==> src/rtl/itoa_pkg.sv <==
`default_nettype none

package itoa_pkg;

    // widths
    localparam int VALUE_BITS = 32;
    localparam int RADIX_W    = 6;
    localparam int CHAR_W     = 7;
    localparam int BITCNT_W   = $clog2(VALUE_BITS);
    localparam int DIGCNT_W   = $clog2(VALUE_BITS + 1);
    localparam int APB_DATA_W = 32;
    localparam int APB_ADDR_W = 3;

    // radix register limits
    localparam logic [RADIX_W-1:0] RADIX_MIN   = RADIX_W'(2);
    localparam logic [RADIX_W-1:0] RADIX_MAX   = RADIX_W'(36);
    localparam logic [RADIX_W-1:0] RADIX_RESET = RADIX_W'(10);
    localparam logic [RADIX_W-1:0] RADIX_DEC   = RADIX_W'(10);

    // register index, taken from paddr bit 2
    localparam logic REG_RADIX = 1'b0;

    // character codes
    localparam logic [CHAR_W-1:0]  CHAR_ZERO     = CHAR_W'(8'h30);
    localparam logic [CHAR_W-1:0]  CHAR_LOWER_A  = CHAR_W'(8'h61);
    localparam logic [CHAR_W-1:0]  CHAR_MINUS    = CHAR_W'(8'h2d);
    localparam logic [CHAR_W-1:0]  LETTER_OFFSET = CHAR_W'(10);
    localparam logic [RADIX_W-1:0] DIGIT_MAX_DEC = RADIX_W'(9);

    typedef enum logic [1:0] {
        ST_IDLE,
        ST_DIVIDE,
        ST_SIGN,
        ST_EMIT
    } state_t;

    // commands to the serial divider
    typedef struct packed {
        logic load;
        logic again;
    } div_cmd_t;

    // divider status, digit and q_zero valid while done is high
    typedef struct packed {
        logic               done;
        logic [RADIX_W-1:0] digit;
        logic               q_zero;
    } div_stat_t;

    // digit value to lower-case ascii
    function automatic logic [CHAR_W-1:0] digit_to_char(input logic [RADIX_W-1:0] d);
        logic [CHAR_W-1:0] d_ext;
        d_ext = CHAR_W'(d);
        if (d > DIGIT_MAX_DEC)
        begin
            return d_ext - LETTER_OFFSET + CHAR_LOWER_A;
        end
        return d_ext + CHAR_ZERO;
    endfunction

endpackage

`default_nettype wire

==> src/rtl/itoa_cfg_regs.sv <==
`default_nettype none

module itoa_cfg_regs (
    input  wire logic                             clk,
    input  wire logic                             rst_n,
    input  wire logic                             psel,
    input  wire logic                             penable,
    input  wire logic                             pwrite,
    input  wire logic [itoa_pkg::APB_ADDR_W-1:0]  paddr,
    input  wire logic [itoa_pkg::APB_DATA_W-1:0]  pwdata,
    output logic      [itoa_pkg::APB_DATA_W-1:0]  prdata,
    output logic                                  pready,
    output logic      [itoa_pkg::RADIX_W-1:0]     radix
);

    logic [itoa_pkg::RADIX_W-1:0] radix_reg;
    logic [itoa_pkg::RADIX_W-1:0] radix_next;
    logic [itoa_pkg::RADIX_W-1:0] wr_radix;
    logic                         wr_en;

    // write strobe for the radix register
    assign pready = 1'b1;
    assign wr_en  = psel && penable && pwrite && pready
                    && (paddr[2] == itoa_pkg::REG_RADIX);

    // clamp the written base into range
    always_comb
    begin
        wr_radix = pwdata[itoa_pkg::RADIX_W-1:0];
        if (wr_radix < itoa_pkg::RADIX_MIN)
        begin
            wr_radix = itoa_pkg::RADIX_MIN;
        end
        else if (wr_radix > itoa_pkg::RADIX_MAX)
        begin
            wr_radix = itoa_pkg::RADIX_MAX;
        end
        radix_next = wr_en ? wr_radix : radix_reg;
    end

    always_ff @(posedge clk or negedge rst_n)
    begin
        if (!rst_n)
        begin
            radix_reg <= itoa_pkg::RADIX_RESET;
        end
        else
        begin
            radix_reg <= radix_next;
        end
    end

    // read back
    always_comb
    begin
        prdata = '0;
        if (paddr[2] == itoa_pkg::REG_RADIX)
        begin
            prdata = itoa_pkg::APB_DATA_W'(radix_reg);
        end
    end

    assign radix = radix_reg;

endmodule

`default_nettype wire

==> src/rtl/itoa_serial_div.sv <==
`default_nettype none

module itoa_serial_div (
    input  wire logic                              clk,
    input  wire logic                              rst_n,
    input  wire itoa_pkg::div_cmd_t                cmd,
    input  wire logic [itoa_pkg::VALUE_BITS-1:0]   dividend,
    input  wire logic [itoa_pkg::RADIX_W-1:0]      radix,
    output itoa_pkg::div_stat_t                    stat
);

    localparam logic [itoa_pkg::BITCNT_W-1:0] BIT_LAST =
        itoa_pkg::BITCNT_W'(itoa_pkg::VALUE_BITS - 1);

    logic [itoa_pkg::VALUE_BITS-1:0] quo_reg;
    logic [itoa_pkg::VALUE_BITS-1:0] quo_next;
    logic [itoa_pkg::RADIX_W-1:0]    rem_reg;
    logic [itoa_pkg::RADIX_W-1:0]    rem_next;
    logic [itoa_pkg::BITCNT_W-1:0]   cnt_reg;
    logic [itoa_pkg::BITCNT_W-1:0]   cnt_next;
    logic                            run_reg;
    logic                            run_next;
    logic                            nz_reg;
    logic                            nz_next;
    logic                            done_reg;
    logic                            done_next;
    logic [itoa_pkg::RADIX_W:0]      trial;
    logic [itoa_pkg::RADIX_W:0]      diff;
    logic                            q_bit;

    // one restoring step: bring in the next dividend bit, try to subtract
    assign trial = {rem_reg, quo_reg[itoa_pkg::VALUE_BITS-1]};
    assign diff  = trial - {1'b0, radix};
    assign q_bit = (trial >= {1'b0, radix});

    always_comb
    begin
        quo_next  = quo_reg;
        rem_next  = rem_reg;
        cnt_next  = cnt_reg;
        run_next  = run_reg;
        nz_next   = nz_reg;
        done_next = run_reg && (cnt_reg == BIT_LAST);
        if (cmd.load || cmd.again)
        begin
            if (cmd.load)
            begin
                quo_next = dividend;
            end
            rem_next = '0;
            cnt_next = '0;
            run_next = 1'b1;
            nz_next  = 1'b0;
        end
        else if (run_reg)
        begin
            quo_next = {quo_reg[itoa_pkg::VALUE_BITS-2:0], q_bit};
            rem_next = q_bit ? diff[itoa_pkg::RADIX_W-1:0] : trial[itoa_pkg::RADIX_W-1:0];
            nz_next  = nz_reg || q_bit;
            cnt_next = cnt_reg + 1'b1;
            if (cnt_reg == BIT_LAST)
            begin
                run_next = 1'b0;
            end
        end
    end

    // control state
    always_ff @(posedge clk or negedge rst_n)
    begin
        if (!rst_n)
        begin
            cnt_reg  <= '0;
            run_reg  <= 1'b0;
            nz_reg   <= 1'b0;
            done_reg <= 1'b0;
        end
        else
        begin
            cnt_reg  <= cnt_next;
            run_reg  <= run_next;
            nz_reg   <= nz_next;
            done_reg <= done_next;
        end
    end

    // quotient and remainder shift registers
    always_ff @(posedge clk)
    begin
        quo_reg <= quo_next;
        rem_reg <= rem_next;
    end

    assign stat.done   = done_reg;
    assign stat.digit  = rem_reg;
    assign stat.q_zero = !nz_reg;

endmodule

`default_nettype wire

==> src/rtl/itoa_digit_stack.sv <==
`default_nettype none

module itoa_digit_stack (
    input  wire logic                          clk,
    input  wire logic                          push,
    input  wire logic                          pop,
    input  wire logic [itoa_pkg::RADIX_W-1:0]  push_digit,
    output logic      [itoa_pkg::RADIX_W-1:0]  top_digit
);

    logic [itoa_pkg::RADIX_W-1:0] stack_reg  [itoa_pkg::VALUE_BITS];
    logic [itoa_pkg::RADIX_W-1:0] stack_next [itoa_pkg::VALUE_BITS];

    // push shifts down from the top, pop shifts up towards it
    always_comb
    begin
        for (int i = 0; i < itoa_pkg::VALUE_BITS; i++)
        begin
            stack_next[i] = stack_reg[i];
        end
        if (push)
        begin
            stack_next[0] = push_digit;
            for (int i = 1; i < itoa_pkg::VALUE_BITS; i++)
            begin
                stack_next[i] = stack_reg[i-1];
            end
        end
        else if (pop)
        begin
            for (int i = 0; i < itoa_pkg::VALUE_BITS - 1; i++)
            begin
                stack_next[i] = stack_reg[i+1];
            end
            stack_next[itoa_pkg::VALUE_BITS-1] = '0;
        end
    end

    always_ff @(posedge clk)
    begin
        for (int i = 0; i < itoa_pkg::VALUE_BITS; i++)
        begin
            stack_reg[i] <= stack_next[i];
        end
    end

    assign top_digit = stack_reg[0];

endmodule

`default_nettype wire

==> src/rtl/integer_to_radix_ascii.sv <==
// Integer to radix text converter.
// A word is offered on value with start high; it is taken at the clock edge
// where start is high and busy is low, and busy stays high until the last
// character has been sent. The text comes out on ascii_char, most
// significant character first, one character per cycle with strobe high;
// last_char marks the final character of the number. In base ten a negative
// value is sent as '-' and its magnitude; in other bases its 32-bit pattern
// is converted unsigned. The base is set through the register port at
// address 0 (clamped to 2..36) and must only be written while busy is low.
// Each digit costs one pass of a bit-serial divider over all 32 bits of the
// dividend plus a handover of the digit to the digit stack; after the last
// digit a minus sign is sent if needed, then the digits are output. Zero
// gives a single '0'. Results are shown for one cycle only and the receiver
// has no way to hold them off. Reset sets the base to ten and returns to idle.
`default_nettype none

module integer_to_radix_ascii (
    input  wire logic                                    clk,
    input  wire logic                                    rst_n,
    input  wire logic                                    psel,
    input  wire logic                                    penable,
    input  wire logic                                    pwrite,
    input  wire logic        [itoa_pkg::APB_ADDR_W-1:0]  paddr,
    input  wire logic        [itoa_pkg::APB_DATA_W-1:0]  pwdata,
    output logic             [itoa_pkg::APB_DATA_W-1:0]  prdata,
    output logic                                         pready,
    input  wire logic                                    start,
    output logic                                         busy,
    input  wire logic signed [itoa_pkg::VALUE_BITS-1:0]  value,
    output logic                                         strobe,
    output logic             [itoa_pkg::CHAR_W-1:0]      ascii_char,
    output logic                                         last_char
);

    localparam logic [itoa_pkg::DIGCNT_W-1:0] ONE_DIGIT = itoa_pkg::DIGCNT_W'(1);

    itoa_pkg::state_t             state_reg;
    itoa_pkg::state_t             state_next;
    logic                         neg_reg;
    logic                         neg_next;
    logic [itoa_pkg::DIGCNT_W-1:0] ndig_reg;
    logic [itoa_pkg::DIGCNT_W-1:0] ndig_next;

    logic [itoa_pkg::RADIX_W-1:0]    radix;
    logic [itoa_pkg::VALUE_BITS-1:0] value_bits;
    logic [itoa_pkg::VALUE_BITS-1:0] dividend;
    logic                            accept;
    logic                            in_neg;
    itoa_pkg::div_cmd_t              div_cmd;
    itoa_pkg::div_stat_t             div_stat;
    logic                            push;
    logic                            pop;
    logic [itoa_pkg::RADIX_W-1:0]    top_digit;

    // configuration register
    itoa_cfg_regs u_cfg (
        .clk     (clk),
        .rst_n   (rst_n),
        .psel    (psel),
        .penable (penable),
        .pwrite  (pwrite),
        .paddr   (paddr),
        .pwdata  (pwdata),
        .prdata  (prdata),
        .pready  (pready),
        .radix   (radix)
    );

    // sign handling on the incoming word
    assign accept     = start && !busy;
    assign value_bits = value;
    assign in_neg     = (radix == itoa_pkg::RADIX_DEC) && value_bits[itoa_pkg::VALUE_BITS-1];
    assign dividend   = in_neg ? (~value_bits + 1'b1) : value_bits;

    // serial divider, one digit per pass
    itoa_serial_div u_div (
        .clk      (clk),
        .rst_n    (rst_n),
        .cmd      (div_cmd),
        .dividend (dividend),
        .radix    (radix),
        .stat     (div_stat)
    );

    // digits arrive least significant first and leave most significant first
    itoa_digit_stack u_stack (
        .clk        (clk),
        .push       (push),
        .pop        (pop),
        .push_digit (div_stat.digit),
        .top_digit  (top_digit)
    );

    // next state
    always_comb
    begin
        state_next = state_reg;
        neg_next   = neg_reg;
        ndig_next  = ndig_reg;
        unique case (state_reg)
            itoa_pkg::ST_IDLE:
            begin
                if (accept)
                begin
                    state_next = itoa_pkg::ST_DIVIDE;
                    neg_next   = in_neg;
                    ndig_next  = '0;
                end
            end
            itoa_pkg::ST_DIVIDE:
            begin
                if (div_stat.done)
                begin
                    ndig_next = ndig_reg + 1'b1;
                    if (div_stat.q_zero)
                    begin
                        state_next = neg_reg ? itoa_pkg::ST_SIGN : itoa_pkg::ST_EMIT;
                    end
                end
            end
            itoa_pkg::ST_SIGN:
            begin
                state_next = itoa_pkg::ST_EMIT;
            end
            itoa_pkg::ST_EMIT:
            begin
                ndig_next = ndig_reg - 1'b1;
                if (ndig_reg == ONE_DIGIT)
                begin
                    state_next = itoa_pkg::ST_IDLE;
                end
            end
            default:
            begin
                state_next = itoa_pkg::ST_IDLE;
            end
        endcase
    end

    always_ff @(posedge clk or negedge rst_n)
    begin
        if (!rst_n)
        begin
            state_reg <= itoa_pkg::ST_IDLE;
            neg_reg   <= 1'b0;
            ndig_reg  <= '0;
        end
        else
        begin
            state_reg <= state_next;
            neg_reg   <= neg_next;
            ndig_reg  <= ndig_next;
        end
    end

    // outputs and unit commands
    always_comb
    begin
        busy          = 1'b1;
        strobe        = 1'b0;
        ascii_char    = itoa_pkg::CHAR_ZERO;
        last_char     = 1'b0;
        div_cmd.load  = 1'b0;
        div_cmd.again = 1'b0;
        push          = 1'b0;
        pop           = 1'b0;
        unique case (state_reg)
            itoa_pkg::ST_IDLE:
            begin
                busy         = 1'b0;
                div_cmd.load = start;
            end
            itoa_pkg::ST_DIVIDE:
            begin
                push          = div_stat.done;
                div_cmd.again = div_stat.done && !div_stat.q_zero;
            end
            itoa_pkg::ST_SIGN:
            begin
                strobe     = 1'b1;
                ascii_char = itoa_pkg::CHAR_MINUS;
            end
            itoa_pkg::ST_EMIT:
            begin
                strobe     = 1'b1;
                pop        = 1'b1;
                ascii_char = itoa_pkg::digit_to_char(top_digit);
                last_char  = (ndig_reg == ONE_DIGIT);
            end
            default:
            begin
                busy = 1'b1;
            end
        endcase
    end

    // checks
    a_strobe_busy: assert property (@(posedge clk) disable iff (!rst_n)
        strobe |-> busy)
        else $error("character sent while idle");

    a_last_idle: assert property (@(posedge clk) disable iff (!rst_n)
        (strobe && last_char) |=> !busy)
        else $error("still busy after last character");

    a_start_busy: assert property (@(posedge clk) disable iff (!rst_n)
        (start && !busy) |=> busy)
        else $error("accepted word did not start a conversion");

    a_minus_not_last: assert property (@(posedge clk) disable iff (!rst_n)
        (strobe && ascii_char == itoa_pkg::CHAR_MINUS) |-> !last_char)
        else $error("minus sign marked as last character");

    a_emit_has_digits: assert property (@(posedge clk) disable iff (!rst_n)
        (state_reg == itoa_pkg::ST_EMIT) |-> (ndig_reg != '0))
        else $error("digit stack empty while sending");

endmodule

`default_nettype wire

==> config.mk <==
export PLATFORM = sky130hd
export DESIGN_NAME = integer_to_radix_ascii
export DESIGN_NICKNAME = d
export VERILOG_FILES = /design/src/rtl/itoa_pkg.sv /design/src/rtl/itoa_cfg_regs.sv /design/src/rtl/itoa_serial_div.sv /design/src/rtl/itoa_digit_stack.sv /design/src/rtl/integer_to_radix_ascii.sv
export SDC_FILE = /design/constraint.sdc
export NUM_CORES = 1
export LEC_CHECK = 0
export ABC_AREA = 1
export BUFFER_PORTS_ARGS = -buffer_cell sky130_fd_sc_hd__buf_2
export CAP_MARGIN = 15
export CORE_UTILIZATION = 45
export CTS_BUF_LIST = sky130_fd_sc_hd__clkbuf_8 sky130_fd_sc_hd__clkbuf_16
export DETAILED_ROUTE_END_ITERATION = 10
export SLEW_MARGIN = 20
export SYNTH_ARGS = -nofsm -noshare
export SYNTH_HDL_FRONTEND = slang
export SYNTH_SLANG_ARGS = --single-unit
==> constraint.sdc <==
create_clock -name clk -period 14.24 [get_ports clk]
set_input_delay 0.712 -clock clk [delete_from_list [all_inputs] [get_ports clk]]
set_output_delay 0.712 -clock clk [all_outputs]
set_load 0.1 [all_outputs]
## After elaboration in Yosys (flattened, before gate mapping)

Memory sizes are Yosys's and may differ from the RTL's.
Cells that the tools add are included.

| storage, ports and cells | value |
|---|---|
| memories kept | 1 |
| bits in registers | 61 |
| bits of input ports | 73 |
| word-level logic and storage cells | 91 |
| output and inout bits | 43 |
| RAM bits | 192 |

| operators by class | value |
|---|---|
| bitwise gates (word level) | 2 |
| add/subtract/negate cells | 8 |
| muxes and demuxes | 38 |
| order comparisons | 4 |
| reductions and logical operators | 17 |
| equality and inequality tests | 11 |

Memory list:

| name | depth | bits a word | read ports | clocked after memory_dff | write ports | RTL line | RTL |
|---|---|---|---|---|---|---|---|
| u_stack.stack_reg | 32 | 6 | 32 | 0 | 32 | itoa_digit_stack.sv:11 | `logic [itoa_pkg::RADIX_W-1:0] stack_reg [itoa_pkg::VALUE_BITS];` |

Operator list:

| operator | number |
|---|---|
| 2-to-1 mux 192 bit | 2 |
| 2-to-1 mux 32 bit | 4 |
| 2-to-1 mux 6 bit | 6 |
| adder 32 x 1 -> 32 bit (second input constant) | 1 |
| inverter 32 bit | 1 |
| one-hot mux 6 bit (3 select lines) | 1 |
| 2-to-1 mux 1 bit | 15 |
| 2-to-1 mux 7 bit | 2 |
| one-hot mux 7 bit (2 select lines) | 1 |
| 2-to-1 mux 5 bit | 2 |
| 2-to-1 mux 2 bit | 4 |
| one-hot mux 2 bit (4 select lines) | 1 |
| adder 6 x 6 -> 7 bit (second input constant) | 1 |
| adder 7 bit (second input constant) | 1 |
| >= comparator 7 x 6 -> 1 bit | 1 |
| logical AND 1 bit | 7 |
| subtractor 6 x 4 -> 7 bit (second input constant) | 1 |
| adder 6 x 1 -> 6 bit (second input constant) | 1 |
| == test 6 x 1 -> 1 bit (second input constant) | 1 |
| == test 6 x 4 -> 1 bit (second input constant) | 1 |
| > comparator 6 x 4 -> 1 bit (second input constant) | 1 |
| > comparator 6 bit (second input constant) | 1 |
| < comparator 6 x 2 -> 1 bit (second input constant) | 1 |
| != test 2 bit (second input constant) | 3 |
| other kinds (16) | 20 |

## Depth between registers and ports, before layout

An unclocked memory read counts as a cell.

| depth | value |
|---|---|
| word-level depth | 6 |
| mapped depth | 11 |
| depth with buffers taken out | 11 |

## Modules after synthesis

A second synthesis with hierarchy kept.

| second synthesis, totals | value |
|---|---|
| cells, all modules | 1,526 |
| area, all modules | 13,235.2 um^2 |

Modules (own cells, without submodules):

| module | times used | area each (um^2) | cells an instance | sequential area each (um^2) |
|---|---|---|---|---|
| itoa_digit_stack | 1 | 8,313.0 | 812 | 5,765.5 |
| itoa_serial_div | 1 | 2,348.5 | 269 | 1,281.2 |
| integer_to_radix_ascii | 1 | 2,024.4 | 366 | 225.2 |
| itoa_cfg_regs | 1 | 549.3 | 79 | 152.6 |

## Worst setup path before layout

OpenSTA, ideal clock, no wires.

| path | value |
|---|---|
| kind | reg2out |
| from | mem u_stack.stack_reg[0][0] in the netlist's numbering |
| to | out ascii_char[6] in the netlist's numbering |
| buffers on the path | 0 |
| stages on the path, launching flop included | 8 |
| arrival time | 5,718 ps |
| slack | 7,810 ps |
| required time | 13,528 ps |
| path through | edfxtp_1 inv_1 ha_1 a21oi_1 nand2_1 nand2_2 inv_1 a2111oi_0 |

RTL lines:

| element | RTL line | RTL |
|---|---|---|
| from (decl) | itoa_digit_stack.sv:11 |  |
| to (decl) | integer_to_radix_ascii.sv:31 | `output logic [itoa_pkg::CHAR_W-1:0] ascii_char,` |

==> reports/results.ini <==
[status]
status = complete, no violations

[clock_network]
clk_path_buf_depth = 3
htree_levels = 1
cts_tree = built
cts_resized = 0
clk_latency_ns = 0.55
ctsHoldBuffers = 0
path_clk_slew_ns = 0.06
clock-sinks = 253
cts_setup_buffers = 0
cts_made_buffers = 27
cts-root-buf = clkbuf_16

[logic_synthesis]
yosys_warnings = 0
synthCells = 1356
syn_area_sq_mm = 0.0126
synth_top_cell_area_share_pct = 53.3
synth_edf_count = 224
synthArstFlopShare_pct = 9.09
syn_area_per_cell_sq_um = 9.31
synth_seq_area_share_pct = 58.8
yosysUniqueCellTypes = 45
synth_area_leader_cell = edfxtp_1
synthTopCellsByCount = nand2_1, edfxtp_1, inv_1, nor2_1, o21ai_0
yosys-top-cells-area = edfxtp_1, nand2_1, o21ai_0, inv_1, nor2_1
yosysMostFrequentCell = nand2_1
synth_top_flop_cell = edfxtp_1
ys_ff_latch = 253

[sta]
final.setup.tns_ns = 0
final.period_utilization_pct = 24.6
tightest_slew_ns = 1.01
fin_crit_ns = 3.50
relSlewSlack_pct = 32.5
finClkSkew_ns = 0.0228
slew_violations = 0
fmax_mhz = 286
setup_violations = 0
hold_violations = 0
rsz0062_at_grt = no

[final_layout]
fill_cells = 2564
diodes = 0
area_growth_pct = 10.9
nets = 1493
drive_above_1_share_pct = 10.3
multi_input_area_sq_mm = 0.00419
stdcell_count = 1790
final-seq-area_sq_mm = 0.00742
largest_register_ffs = 192
design_area_sq_mm = 0.0140

[global_routing]
grt_use_met3_pct = 2.61
first_global_vias = 8096
gr-max-usage-layer = met2
met1_usage_pct = 22.4
met2_usage_pct = 24.8
grt-ovfl-total = 0
track_usage_pct = 15.7
antenna_found_initial = 0
grt_pass1_wl_um = 37500
grt_max_degree = 125

[power]
leakage_nw = 6.21
ir_drop_mv = 0.0970
power_density_mw_per_mm2 = 122

[run]
drv_cap = 0

[route]
viasPerCell = 4.88
ant_nets = 0
drt-initial-drc-count = 602
drc = 0
drt_pass1_iterations = 5
routed_wl_um = 22100
avgRoutedWirePerCell_um = 12.3
vias = 8731

[floorplan]
core_sq_mm = 0.0273
die_x_um = 170
io_pins = 116
fp.dieH_um = 170
initial_core_util_pct = 46.3
die-area_sq_mm = 0.0287
rows = 60

[placement]
dp_cells = 1740
place.gp.congestion = 0.867
io_buffers = 60
hpwl_um = 14200
dpl_cell_area_sq_mm = 0.0131

[worst_setup_path]
worstSetupEndpoint = u_stack.stack_reg[3][41]$_DFFE_PP_
startpoint = state_reg[1]$_DFFE_PN0P_
crit_type = flop to flop
rr_worst_depth = 6
arrival_ns = 3.80
critPathMaxFanout = 117
start_kind = flop
r2r_end = u_stack.stack_reg[3][41]$_DFFE_PP_
cp-end-kind = flop
required_ns = 14.54
r2r_setup_slack_ns = 10.74
r2r-start = state_reg[1]$_DFFE_PN0P_

[min_path]
hp-class = input port to asynchronous set/reset pin

-- worst min path at each step --
stage / slack, ns / from / endpoint / cells past startpoint
floorplan: 0.42 / rst_n / ndig_reg[0]$_DFFE_PN0P_ / 0
global placement: 0.46 / u_div.rem_reg[5]$_SDFFE_PN0P_ / u_div.rem_reg[5]$_SDFFE_PN0P_ / 2
detailed placement: 0.46 / u_div.rem_reg[5]$_SDFFE_PN0P_ / u_div.rem_reg[5]$_SDFFE_PN0P_ / 2
CTS: 0.14 / rst_n / ndig_reg[1]$_DFFE_PN0P_ / 1
global route: 0.18 / rst_n / ndig_reg[0]$_DFFE_PN0P_ / 1
finish: 0.14 / rst_n / ndig_reg[1]$_DFFE_PN0P_ / 1
-- placed cells by master (no fill, tap or decap), types with 3 or more instances in the layout --
cell type	synthesis	layout
a21oi_1	104	104
buf_2	23	60
buf_4	27	7
bufinv_16	0	4
clkbuf_16	0	27
clkinv_1	1	4
clkinv_2	0	5
conb_1	2	27
dfrtp_1	21	21
dfxtp_1	6	6
edfxtp_1	224	224
ha_1	22	22
inv_1	174	180
mux2_2	7	7
nand2_1	273	271
nand2_2	5	5
nand3_1	69	69
nand4_1	14	14
nor2_1	159	159
nor2_2	6	6
nor3_1	4	4
o21ai_0	136	135
o21ai_1	6	6
o21ai_2	5	6
o22ai_1	3	3
or2_2	3	3
xnor2_1	3	3
xor2_1	8	8
-- power breakdown --
part	switching (W)	internal [W]	leakage [nW]	total, W
logic	0.000131	0.0000520	2.75	0.000183
clock network	0.000291	0.000421	0.469	0.000712
registers	0.0000103	0.000810	2.98	0.000821
-- layer usage --
metal / wire, um / part of all wire (%)
met4: 386 / 1.8
met1: 11200 / 51
met3: 818 / 3.7
met2: 9680 / 44
met5: 0 / 0
-- through the flow --
| step | util, % | worst slack (ns) | hold slack [ns] | total power (W) |
|---|---|---|---|---|
| after floorplan | - | 7.81 | 0.416 | 0.000988 |
| final | 51.4 | 10.74 | 0.138 | 0.00172 |
| after CTS | 51.4 | 10.74 | 0.144 | 0.00174 |
| after detailed placement | 48.1 | 10.76 | 0.459 | 0.00102 |
| after global placement | 48.1 | 10.77 | 0.458 | 0.00102 |
| after global routing | 51.4 | 10.43 | 0.178 | 0.00179 |
-- critical path: stages, from the launching register on --
cell     delay, ns
dfrtp_1       0.39
inv_1         0.10
ha_1          0.32
nand2_4       0.38
buf_4         0.68
buf_4         0.85
mux2_2        0.41
-- layout make-up --
class                      instances  area share [%]
clock buffer                      27            4.82
clock inverter                    23            1.66
inverter                         178            4.79
multi-input combinational        870            29.9
sequential                       253            53.0
tap                              372            3.32
timing repair buffer              67            2.52
-- cells by family after synthesis --
| group | synth area share (%) |
|---|---|
| compound gates | 11.0 |
| xor+xnor | 0.763 |
| fa+ha+maj | 2.34 |
| buf+inv | 8.93 |
| flops | 58.8 |
| mux | 0.624 |
| other cells | 0.0595 |
| simple gates | 17.5 |
Power figures use the tool's default switching activity.
